[src/hw/rtl/clt_pkg.sv]
// Shared types and constants for the command line tokenizer.
package clt_pkg;

   localparam int DEF_MAX_ARGS      = 8;
   localparam int DEF_MAX_TOKEN_LEN = 32;
   localparam int DEF_LINE_MAX      = 255;

   localparam int CHAR_W  = 8;
   localparam int INDEX_W = 4;
   localparam int POS_W   = 5;
   localparam int LINE_W  = 8;

   localparam logic [CHAR_W-1:0] CH_SPACE  = 8'h20;
   localparam logic [CHAR_W-1:0] CH_NL     = 8'h0A;
   localparam logic [CHAR_W-1:0] CH_BSLASH = 8'h5C;
   localparam logic [CHAR_W-1:0] CH_DQUOTE = 8'h22;
   localparam logic [CHAR_W-1:0] CH_SQUOTE = 8'h27;

   typedef enum logic [4:0] {
      PH_LEAD = 5'b00001,
      PH_CMD  = 5'b00010,
      PH_GAP  = 5'b00100,
      PH_ARG  = 5'b01000,
      PH_DROP = 5'b10000
   } phase_type;

   typedef struct packed {
      phase_type          phase;
      logic               esc;
      logic               quote;
      logic [INDEX_W-1:0] tok;
      logic [POS_W-1:0]   pos;
      logic               started;
      logic [LINE_W-1:0]  line_cnt;
   } parse_state_type;

   localparam parse_state_type PARSE_START = '{
      phase:    PH_LEAD,
      esc:      1'b0,
      quote:    1'b0,
      tok:      '0,
      pos:      '0,
      started:  1'b0,
      line_cnt: '0
   };

   typedef struct packed {
      logic [INDEX_W-1:0] idx;
      logic [POS_W-1:0]   pos;
      logic [CHAR_W-1:0]  chr;
      logic               valid;
      logic               tok_end;
      logic               done;
      logic               trunc;
   } tok_result_type;

endpackage

[src/hw/rtl/clt_parse.sv]
// Next-state and result logic for one byte of the command line.
module clt_parse #(
   parameter int MAX_ARGS      = clt_pkg::DEF_MAX_ARGS,
   parameter int MAX_TOKEN_LEN = clt_pkg::DEF_MAX_TOKEN_LEN,
   parameter int LINE_MAX      = clt_pkg::DEF_LINE_MAX
) (
   input  clt_pkg::parse_state_type     cur,
   input  logic [clt_pkg::CHAR_W-1:0]   in_char,
   input  logic                         in_last,
   output clt_pkg::parse_state_type     nxt,
   output clt_pkg::tok_result_type      res,
   output logic                         emit
);

   localparam logic [clt_pkg::POS_W-1:0]   POS_LIMIT  = clt_pkg::POS_W'(MAX_TOKEN_LEN - 1);
   localparam logic [clt_pkg::INDEX_W-1:0] ARG_LIMIT  = clt_pkg::INDEX_W'(MAX_ARGS);
   localparam logic [clt_pkg::LINE_W-1:0]  LINE_LIMIT = clt_pkg::LINE_W'(LINE_MAX);

   logic is_quote;
   logic is_lit;
   logic is_nl;

   assign is_quote = (in_char == clt_pkg::CH_DQUOTE) || (in_char == clt_pkg::CH_SQUOTE);
   assign is_lit   = is_quote || (in_char == clt_pkg::CH_BSLASH);
   assign is_nl    = (in_char == clt_pkg::CH_NL);

   always_comb begin
      logic keep;
      logic do_arg;
      logic start;
      keep   = 1'b0;
      do_arg = 1'b0;
      start  = 1'b0;
      nxt    = cur;
      res    = '0;

      if (!is_nl) begin
         if (cur.line_cnt >= LINE_LIMIT) begin
            res.trunc = 1'b1;
         end else begin
            nxt.line_cnt = cur.line_cnt + 8'd1;
            unique case (cur.phase)
               clt_pkg::PH_LEAD: begin
                  if (in_char != clt_pkg::CH_SPACE) begin
                     nxt.phase   = clt_pkg::PH_CMD;
                     nxt.tok     = '0;
                     nxt.started = 1'b1;
                     nxt.pos     = '0;
                     keep        = 1'b1;
                  end
               end
               clt_pkg::PH_CMD: begin
                  if (in_char == clt_pkg::CH_SPACE) begin
                     res.pos     = cur.pos;
                     res.tok_end = 1'b1;
                     nxt.phase   = clt_pkg::PH_GAP;
                     nxt.pos     = '0;
                     nxt.started = 1'b0;
                  end else begin
                     keep = 1'b1;
                  end
               end
               clt_pkg::PH_GAP: begin
                  nxt.esc = 1'b0;
                  if (cur.esc && is_lit) begin
                     start = 1'b1;
                  end else if (in_char == clt_pkg::CH_BSLASH) begin
                     nxt.esc = 1'b1;
                  end else if (in_char != clt_pkg::CH_SPACE) begin
                     start = 1'b1;
                  end
                  if (start) begin
                     if (cur.tok >= ARG_LIMIT) begin
                        nxt.phase = clt_pkg::PH_DROP;
                        res.trunc = 1'b1;
                     end else begin
                        nxt.tok     = cur.tok + 4'd1;
                        nxt.phase   = clt_pkg::PH_ARG;
                        nxt.started = 1'b1;
                        nxt.pos     = '0;
                        nxt.quote   = 1'b0;
                        if (cur.esc && is_lit) begin
                           keep = 1'b1;
                        end else begin
                           do_arg = 1'b1;
                        end
                     end
                  end
               end
               clt_pkg::PH_ARG: begin
                  do_arg = 1'b1;
               end
               clt_pkg::PH_DROP: begin
                  res.trunc = 1'b1;
               end
               default: begin
                  res.trunc = 1'b1;
               end
            endcase

            if (do_arg) begin
               if (nxt.esc && is_lit) begin
                  nxt.esc = 1'b0;
                  keep    = 1'b1;
               end else begin
                  nxt.esc = 1'b0;
                  if (in_char == clt_pkg::CH_BSLASH) begin
                     nxt.esc = 1'b1;
                  end else if (is_quote) begin
                     nxt.quote = ~nxt.quote;
                  end else if ((in_char == clt_pkg::CH_SPACE) && !nxt.quote) begin
                     res.pos     = nxt.pos;
                     res.tok_end = 1'b1;
                     nxt.phase   = clt_pkg::PH_GAP;
                     nxt.pos     = '0;
                     nxt.started = 1'b0;
                  end else begin
                     keep = 1'b1;
                  end
               end
            end

            if (keep) begin
               res.pos = nxt.pos;
               if (nxt.pos < POS_LIMIT) begin
                  res.chr   = in_char;
                  res.valid = 1'b1;
                  nxt.pos   = nxt.pos + 5'd1;
               end else begin
                  res.trunc = 1'b1;
               end
            end
         end
      end

      res.idx = nxt.tok;
      if (is_nl || in_last) begin
         if (nxt.started) begin
            res.tok_end = 1'b1;
            if (!res.valid) begin
               res.pos = nxt.pos;
            end
         end
         res.done = 1'b1;
         nxt      = clt_pkg::PARSE_START;
      end

      emit = res.valid | res.tok_end | res.done | res.trunc;
   end

endmodule

[src/hw/rtl/command_line_tokenizer.sv]
// Top level of the command line tokenizer: input stage, parse state and result register.
//
// Usage: bytes of a console line enter on the req_ channel, one item per byte,
// with req_in_line_end marking a last byte when no newline follows. Each item
// that keeps a character, ends a token, ends the line or drops a byte gives one
// result item on the rsp_ channel; skipped spaces, quotes and escapes give none.
// An item is taken when valid is high and stall is low on its channel.
// Each accepted byte is held in the input register, then parsed into the result
// register. Throughput: one byte per cycle while the receiver does not stall; the
// parse state is updated by a single pass of logic from the input register to the
// result register. When the receiver stalls, the pending result holds; the input
// register takes one more byte only if it was empty; req_stall is high while it is full.
// Reset (synchronous, active high) empties both registers and returns the
// parser to the start of a line.
module command_line_tokenizer #(
   parameter int MAX_ARGS      = clt_pkg::DEF_MAX_ARGS,
   parameter int MAX_TOKEN_LEN = clt_pkg::DEF_MAX_TOKEN_LEN,
   parameter int LINE_MAX      = clt_pkg::DEF_LINE_MAX
) (
   input  logic                          clock,
   input  logic                          reset,
   input  logic                          req_valid,
   output logic                          req_stall,
   input  logic [clt_pkg::CHAR_W-1:0]    req_in_char,
   input  logic                          req_in_line_end,
   output logic                          rsp_valid,
   input  logic                          rsp_stall,
   output logic [clt_pkg::INDEX_W-1:0]   rsp_tok_index,
   output logic [clt_pkg::POS_W-1:0]     rsp_tok_char_pos,
   output logic [clt_pkg::CHAR_W-1:0]    rsp_tok_char,
   output logic                          rsp_char_valid,
   output logic                          rsp_tok_end,
   output logic                          rsp_line_done,
   output logic                          rsp_truncated
);

   logic                        in_vld_ff, in_vld_in;
   logic [clt_pkg::CHAR_W-1:0]  in_char_ff;
   logic                        in_last_ff;
   clt_pkg::parse_state_type    state_ff, state_in;
   logic                        out_vld_ff, out_vld_in;
   clt_pkg::tok_result_type     out_ff;
   clt_pkg::tok_result_type     step_res;
   logic                        step_emit;
   logic                        advance;
   logic                        req_take;

   assign advance   = in_vld_ff && (!out_vld_ff || !rsp_stall);
   assign req_stall = in_vld_ff && !advance;
   assign req_take  = req_valid && !req_stall;
   assign in_vld_in = req_take || (in_vld_ff && !advance);

   clt_parse #(
      .MAX_ARGS      (MAX_ARGS),
      .MAX_TOKEN_LEN (MAX_TOKEN_LEN),
      .LINE_MAX      (LINE_MAX)
   ) u_parse (
      .cur     (state_ff),
      .in_char (in_char_ff),
      .in_last (in_last_ff),
      .nxt     (state_in),
      .res     (step_res),
      .emit    (step_emit)
   );

   always_comb begin
      if (advance) begin
         out_vld_in = step_emit;
      end else if (out_vld_ff && rsp_stall) begin
         out_vld_in = 1'b1;
      end else begin
         out_vld_in = 1'b0;
      end
   end

   always_ff @(posedge clock) begin
      if (reset) begin
         in_vld_ff  <= 1'b0;
         out_vld_ff <= 1'b0;
         state_ff   <= clt_pkg::PARSE_START;
      end else begin
         in_vld_ff  <= in_vld_in;
         out_vld_ff <= out_vld_in;
         if (advance) begin
            state_ff <= state_in;
         end
      end
   end

   always_ff @(posedge clock) begin
      if (req_take) begin
         in_char_ff <= req_in_char;
         in_last_ff <= req_in_line_end;
      end
      if (advance && step_emit) begin
         out_ff <= step_res;
      end
   end

   assign rsp_valid        = out_vld_ff;
   assign rsp_tok_index    = out_ff.idx;
   assign rsp_tok_char_pos = out_ff.pos;
   assign rsp_tok_char     = out_ff.chr;
   assign rsp_char_valid   = out_ff.valid;
   assign rsp_tok_end      = out_ff.tok_end;
   assign rsp_line_done    = out_ff.done;
   assign rsp_truncated    = out_ff.trunc;

`ifndef NO_ASSERTIONS
   a_line_done_restarts: assert property (@(posedge clock) disable iff (reset)
      (advance && step_res.done) |=>
         (state_ff.phase == clt_pkg::PH_LEAD) && (state_ff.line_cnt == '0) &&
         !state_ff.started)
      else $error("Parse state did not return to start after a line end.");

   a_index_in_range: assert property (@(posedge clock) disable iff (reset)
      rsp_valid |-> (rsp_tok_index <= clt_pkg::INDEX_W'(MAX_ARGS)))
      else $error("Token index beyond the argument limit.");

   a_pos_in_range: assert property (@(posedge clock) disable iff (reset)
      (rsp_valid && rsp_char_valid) |->
         (rsp_tok_char_pos < clt_pkg::POS_W'(MAX_TOKEN_LEN - 1)))
      else $error("Kept character beyond the token length limit.");

   a_result_from_step: assert property (@(posedge clock) disable iff (reset)
      $rose(rsp_valid) |-> $past(advance))
      else $error("Result appeared without a byte being processed.");
`endif

endmodule

[config.mk]
export PLATFORM = sky130hd
export DESIGN_NAME = command_line_tokenizer
export DESIGN_NICKNAME = d
export VERILOG_FILES = /design/src/hw/rtl/clt_pkg.sv /design/src/hw/rtl/clt_parse.sv /design/src/hw/rtl/command_line_tokenizer.sv
export SDC_FILE = /design/constraint.sdc
export NUM_CORES = 1
export LEC_CHECK = 0
export BUFFER_PORTS_ARGS = -buffer_cell sky130_fd_sc_hd__buf_4
export CAP_MARGIN = 20
export CORE_ASPECT_RATIO = 0.8
export CORE_MARGIN = 4
export CORE_UTILIZATION = 45
export DETAILED_ROUTE_END_ITERATION = 8
export GPL_ROUTABILITY_DRIVEN = 0
export GPL_TIMING_DRIVEN = 0
export SLEW_MARGIN = 20
export SYNTH_ARGS = -nofsm -noshare
export SYNTH_HDL_FRONTEND = slang
export SYNTH_SLANG_ARGS = --single-unit
[constraint.sdc]
create_clock -name clock -period 3.7 [get_ports clock]
set_clock_uncertainty 0.1 [all_clocks]
set_input_delay 0.37 -clock clock [delete_from_list [all_inputs] [get_ports clock]]
set_output_delay 0.37 -clock clock [all_outputs]
set_load 0.02 [all_outputs]
# --- Yosys cells after proc, flatten, opt, wreduce, memory -nomap -nowiden ---
# Cells that the tools add are included.
totals:
  ramBits: 0
  mem_bits_ro: 0
  elab_cells: 156
  input_bits: 13
  out_inout_bits: 23
  mem_count: 0
  regBits: 57
  latch_bits: 0
op_classes:
  n_mux: 93
  div: 0
  eq_ne: 12
  reduce_logical: 21
  n_shift: 0
  bitwise_logic: 6
  n_addsub: 3
  n_mul: 0
  order_cmp: 3
op_table:
  columns: ["operator", "count"]
  rows:
  - ["$mux 5", 20]
  - ["$mux 25", 3]
  - ["$mux 6", 8]
  - ["$mux 1", 44]
  - ["$mux 15", 2]
  - ["$eq 8x6->1 const B", 3]
  - ["$mux 11", 2]
  - ["$pmux 6 s3", 1]
  - ["$pmux 5 s3", 1]
  - ["$mux 14", 1]
  - ["$mux 10", 1]
  - ["$mux 9", 1]
  - ["$add 8x1->8 const B", 1]
  - ["$eq 8x4->1 const B", 1]
  - ["$eq 8x7->1 const B", 1]
  - ["$ge 8x8->1 const B", 1]
  - ["$logic_and 1x1->1", 8]
  - ["$mux 2", 4]
  - ["$ne 8x6->1 const B", 1]
  - ["$pmux 4 s2", 1]
  - ["$mux 7", 1]
  - ["$add 5x1->5 const B", 1]
  - ["$eq 5x1->1 const B", 1]
  - ["$eq 5x2->1 const B", 1]
  - ["15 further kinds", 29]

# --- Depth between registers and ports, before layout ---
depth:
  ltp_word: 32
  ltp_mapped: 12

# --- Modules after synthesis ---
# From an unflattened synthesis, not the netlist that was laid out.
hier_totals:
  cells_unflattened: 384
  area_unflattened_um2: 3617.2
modules_own_cells:
  columns: ["mod", "seq_area_each_um2", "cells_each", "instances", "area_per_inst_um2"]
  rows:
  - ["command_line_tokenizer", 1441.4, 150, 1, 2119.5]
  - ["clt_parse", 0.0, 234, 1, 1497.7]

# --- Worst setup path after synthesis ---
# No wires, ideal clock.
synth_path:
  kind: "reg-to-reg"
  startpoint: "reg in_char_ff[0] (netlist name)"
  endpoint: "reg out_ff, in the netlist rsp_char_valid, enable pin"
  required_ns: 3.259
  path_stages_with_launch: 7
  slack_ns: 0.723
  arrival_time_ns: 2.536
  path_cell_list: "edfxtp_1 or4b_4 nor2_1 o22ai_1 and3_1 or4_1 o31a_1"
synth_between:
  elab_chain_len: 30
  elab_cells_between_ends: 79
  classes_between: "1 x order compare; 6 x eq/ne; 61 x mux; 3 x bitwise; 8 x reduce/logical"
synth_rtl:
  columns: ["item", "line", "text"]
  rows:
  - ["from (decl)", "command_line_tokenizer.sv:38", "logic [clt_pkg::CHAR_W-1:0] in_char_ff;"]
  - ["from (signal assigned)", "command_line_tokenizer.sv:92", "in_char_ff <= req_in_char;"]
  - ["$eq 8x6->1", "clt_parse.sv:23", "assign is_quote = (in_char == clt_pkg::CH_DQUOTE) || (in_char == clt_pkg::CH_SQUOTE);"]
  - ["$logic_or 1x1->1", "clt_parse.sv:23", null]
  - ["$logic_or 1x1->1", "clt_parse.sv:24", "assign is_lit = is_quote || (in_char == clt_pkg::CH_BSLASH);"]
  - ["$logic_and 1x1->1", "clt_parse.sv:65, clt_parse.sv:82", null]
  - ["$mux 1", "clt_parse.sv:65", "if (cur.esc && is_lit) begin"]
  - ["$mux 1", "clt_parse.sv:42", "unique case (cur.phase)"]
  - ["$mux 1", "clt_parse.sv:38", "if (cur.line_cnt >= LINE_LIMIT) begin"]
  - ["$mux 1", "clt_parse.sv:37", "if (!is_nl) begin"]
  - ["[13 not listed]", null, null]
  - ["$lt 5x5->1", "clt_parse.sv:125", "if (nxt.pos < POS_LIMIT) begin"]
  - ["$mux 9", "clt_parse.sv:125", null]
  - ["$mux 14", "clt_parse.sv:123", "if (keep) begin"]
  - ["$mux 15", "clt_parse.sv:38", null]
  - ["$mux 15", "clt_parse.sv:37", null]
  - ["$or 1x1->1 (2 in series)", "clt_parse.sv:148", "emit = res.valid | res.tok_end | res.done | res.trunc;"]
  - ["$or 1x1->1 (*)", "clt_parse.sv:148", null]
  - ["$logic_and 1x1->1 (*)", "command_line_tokenizer.sv:95", "if (advance && step_emit) begin"]
  - ["to (signal assigned)", "command_line_tokenizer.sv:96", "out_ff <= step_res;"]
  - ["to (decl)", "command_line_tokenizer.sv:42", "clt_pkg::tok_result_type out_ff;"]
# Mark *: on every way between the ends. The rest lies on a longest branch, timed or not. The select of a mux whose other input is x is not followed.
# A chain may end at the register's enable or synchronous reset.

# --- Final worst setup path ---
# Ends and elaborated chain as after synthesis.

==> Implementation_results.wiki <==
{| class="wikitable"
! Metric !! Value
|-
| Max-cap check violation count || 0
|-
| Avg Cell Area, Syn || 9.89 um^2
|-
| Top library cells by usage in the layout, fill and taps aside || sky130_fd_sc_hd__nor2_1 (38), sky130_fd_sc_hd__buf_4 (36), sky130_fd_sc_hd__edfxtp_1 (30)
|-
| Flip-flop and latch area || 1440 um^2
|-
| Slew at the pin closest to its max-slew limit || 979 ps
|-
| Routed wire per std cell || 17.1 um
|-
| Global-route wire length before repair || 12600 um
|-
| Yosys Warn Count || 0
|-
| DRC Markers || 0
|-
| Routed via count divided by cell count || 5.83
|-
| Arrival time of data at the critical path endpoint || 3330 ps
|-
| Setup repair after global routing missed its margin || no
|-
| Number of buffers inserted by port buffering || 35
|-
| Routed via count || 2600
|-
| Worst EP required || 3560 ps
|-
| Worst R2R Path Depth || 6
|-
| Net Switching || 0.379 mW
|-
| # resized after CTS || 0
|-
| Final nets || 374
|-
| CTS Hold Buffers Added || 0
|-
| Total die area || 8230 um^2
|-
| Overflow after GRT || 0
|-
| Clock tree from TritonCTS || done
|-
| Class of the most critical setup path || reg2reg
|-
| Maximum number of pins on one net before global-route repair || 22
|-
| EDFF count, synth || 30
|-
| Area share of the largest cell type after synthesis || 29.3%
|-
| Launch point of the worst hold path || req_in_char[5]
|-
| Core region area || 6510 um^2
|-
| Number of sinks handled by clock tree synthesis || 57
|-
| Area growth from synthesis to final layout || 18.8%
|-
| Async SR Flop Fraction || 0%
|-
| Vertical die dimension || 82.0 um
|-
| IR drop worst, VDD || 0.250 mV
|-
| Ranking of synthesized cells by area || sky130_fd_sc_hd__edfxtp_1 (29%), sky130_fd_sc_hd__dfxtp_1 (18%), sky130_fd_sc_hd__nor2_1 (4.6%)
|-
| Power share of the clock group || 41.2%
|-
| Count of filler cells inserted in the layout || 609
|-
| Top_reg_cell synth || sky130_fd_sc_hd__edfxtp_1
|-
| Worst reg2reg setup slack || 230 ps
|-
| Number of buffers created by CTS || 9
|-
| Sequential share of power || 46.7%
|-
| Area taken by multi-input logic gates || 1530 um^2
|-
| GRT Resource Usage Total || 20.0%
|-
| Max Root-Sink Buffers || 2
|-
| Final total negative setup slack || 0 ps
|-
| Clock edge transition at the registers on the reported setup and hold paths || 60 ps
|-
| Kind of start point of the critical path || flip-flop
|-
| Floorplan row count || 26
|-
| Most common cell after layout, fill and taps aside || sky130_fd_sc_hd__nor2_1
|-
| Capture point of the worst reg-to-reg path || rsp_char_valid
|-
| Nature of the critical path endpoint || flip-flop
|-
| Count of placed standard cells in the final layout, fillers left out || 446
|-
| Max FO, Critical Path || 21
|-
| Number of global-route vias before repair || 2418
|-
| Post-route clock period utilization || 93.8%
|-
| Timing-limited maximum frequency || 288 MHz
|-
| Post-placement cell count || 430
|-
| Cell internal power dissipation || 1.14 mW
|-
| Syn Std Cell Area || 3080 um^2
|-
| Share of layout cells above drive strength 1 || 21.5%
|-
| Max-slew headroom at the worst pin || 34.7%
|-
| Outcome || finished, final reports clean
|-
| ANT nets after route || 0
|-
| Leak pwr || 1.40 nW
|-
| CTS H-tree depth || 3
|-
| Part of the power in combinational logic || 12.1%
|-
| Cell type contributing the most total cell area after synthesis || sky130_fd_sc_hd__edfxtp_1
|-
| Initial core utilization || 47.3%
|-
| Portion of the post-synthesis area used by sequential elements || 46.8%
|-
| Syn_nets || 328
|-
| Net switching share of the total power || 25.0%
|-
| Worst hold path cell count || 1
|-
| Total wire length || 7640 um
|-
| Clock latency at the later pin of the worst-skew pair || 340 ps
|-
| Source of the worst register-to-register timing path || in_char_ff[0]
|-
| Count of final max-slew check failures || 0
|-
| Initial antenna violation count || 0
|-
| Hpwl dp || 5550 um
|-
| Count of unique library cells instantiated by Yosys || 71
|-
| Worst hold path endpoint || in_char_ff[5]
|-
| N_diodes || 0
|-
| Total power divided by cell area || 416 nW/um^2
|-
| Setup fix buffers added after clock tree synthesis || 0
|-
| Cell count after synthesis || 311
|-
| Clock root buffer || sky130_fd_sc_hd__clkbuf_8
|-
| Flip-flop and latch count after synthesis || 57
|-
| Number of endpoints failing setup at the final stage || 0
|-
| Pre-antenna DRT Iters || 4
|-
| Die X-Extent || 100 um
|-
| I/O pin count || 36
|-
| Number of DRC markers after the initial detailed-route iteration || 212
|-
| Min cycle time layout || 3470 ps
|-
| Hold violation total from the final report || 0
|-
| Kind of path behind the tightest hold check || in2reg
|}
## final cells by class
cell class	count	share of cell area, %
inverter	6	0.616
multi-input combinational	236	41.8
buffer	12	2.36
timing repair buffer	35	7.19
clock inverter	6	2.26
tap	84	2.88
sequential	57	39.4
clock buffer	10	3.49
## registers in the layout (all words and copies together), names as in the netlist
name              count
rsp_char_valid        1
rsp_line_done         1
rsp_tok_end           1
in_last_ff            1
rsp_valid             1
rsp_tok_char          8
rsp_tok_char_pos      5
state_ff             25
rsp_tok_index         4
in_vld_ff             1
rsp_truncated         1
in_char_ff            8
## synthesized netlist by cell type (3+ instances only)
| library cell | count |
|---|---|
| sky130_fd_sc_hd__xor2_1 | 4 |
| sky130_fd_sc_hd__nand2_1 | 25 |
| sky130_fd_sc_hd__a31oi_1 | 6 |
| sky130_fd_sc_hd__nor4_2 | 3 |
| sky130_fd_sc_hd__and2_1 | 10 |
| sky130_fd_sc_hd__ha_1 | 4 |
| sky130_fd_sc_hd__edfxtp_1 | 30 |
| sky130_fd_sc_hd__nand4_1 | 3 |
| sky130_fd_sc_hd__a22oi_1 | 7 |
| sky130_fd_sc_hd__inv_1 | 6 |
| sky130_fd_sc_hd__and3_1 | 9 |
| sky130_fd_sc_hd__a21o_1 | 4 |
| sky130_fd_sc_hd__clkbuf_1 | 5 |
| sky130_fd_sc_hd__a21oi_1 | 16 |
| sky130_fd_sc_hd__nand2b_1 | 3 |
| sky130_fd_sc_hd__nor2_1 | 38 |
| sky130_fd_sc_hd__nand3_1 | 11 |
| sky130_fd_sc_hd__nor2b_1 | 4 |
| sky130_fd_sc_hd__dfxtp_1 | 27 |
| sky130_fd_sc_hd__nor3_1 | 7 |
| sky130_fd_sc_hd__o21ai_0 | 17 |
| sky130_fd_sc_hd__a211oi_1 | 4 |
| sky130_fd_sc_hd__or4_1 | 4 |
## how the worst max path moves through the flow
| stage | startpoint | to | slack (ps) | cells after the start |
|---|---|---|---|---|
| global placement | in_char_ff[0] | rsp_tok_char[5] | 210 | 6 |
| finish | in_char_ff[0] | rsp_char_valid | 230 | 6 |
| CTS | in_char_ff[0] | rsp_tok_char[0] | 170 | 6 |
| global route | in_char_ff[4] | rsp_tok_char_pos[1] | 40 | 11 |
| floorplan | in_char_ff[0] | rsp_char_valid | 720 | 6 |
| detailed placement | in_char_ff[0] | rsp_tok_char[0] | 200 | 6 |
## through the flow
step	cell area [um^2]	utilization (%)	setup slack [ps]	hold slack [ps]	power, mW
floorplan	3080	-	723	366	0.840
global placement	3440	52.9	207	385	0.904
detailed placement	3440	52.9	201	399	0.906
CTS	3650	56.2	171	91.8	1.53
global route	3650	56.2	38.4	81.9	1.59
finish	3650	56.2	229	105	1.52
## worst max-delay path, stage by stage, from the launching register on
cell and delay, ps:
sky130_fd_sc_hd__edfxtp_1 490, sky130_fd_sc_hd__or4b_4 620, sky130_fd_sc_hd__a2bb2oi_1 190, sky130_fd_sc_hd__o22ai_1 440
sky130_fd_sc_hd__and3_1 260, sky130_fd_sc_hd__or4_1 190, sky130_fd_sc_hd__o31a_1 800
## logic make-up after synthesis
| family | share of synthesized area, % |
|---|---|
| AOI/OAI and AO/OA | 20.6 |
| xor gates and xnor gates | 1.71 |
| adders and majority gates | 1.63 |
| buffers and inverters | 3.54 |
| DFF | 46.8 |
| muxes | 1.02 |
| and+or+nand+nor | 24.6 |
## per-layer routing
layer | global-route usage (%) | vias to the layer above | wire (um)
met4 | 4.04 | 0 | 59
met1 | 29.5 | 1226 | 3840
met5 | 0 | - | 0
met2 | 28.2 | 108 | 3010
met3 | 6.88 | 6 | 723
li1 | - | 1260 | -
## power groups by stage
stage / registers, mW / clock network, mW / logic [mW]
2_1_floorplan: 0.736 / 0 / 0.104
3_3_place_gp: 0.723 / 0 / 0.181
3_5_place_dp: 0.724 / 0 / 0.182
4_1_cts: 0.710 / 0.638 / 0.183
5_1_grt: 0.712 / 0.678 / 0.200
6_report: 0.710 / 0.626 / 0.184
Power figures use the tool's default switching activity.
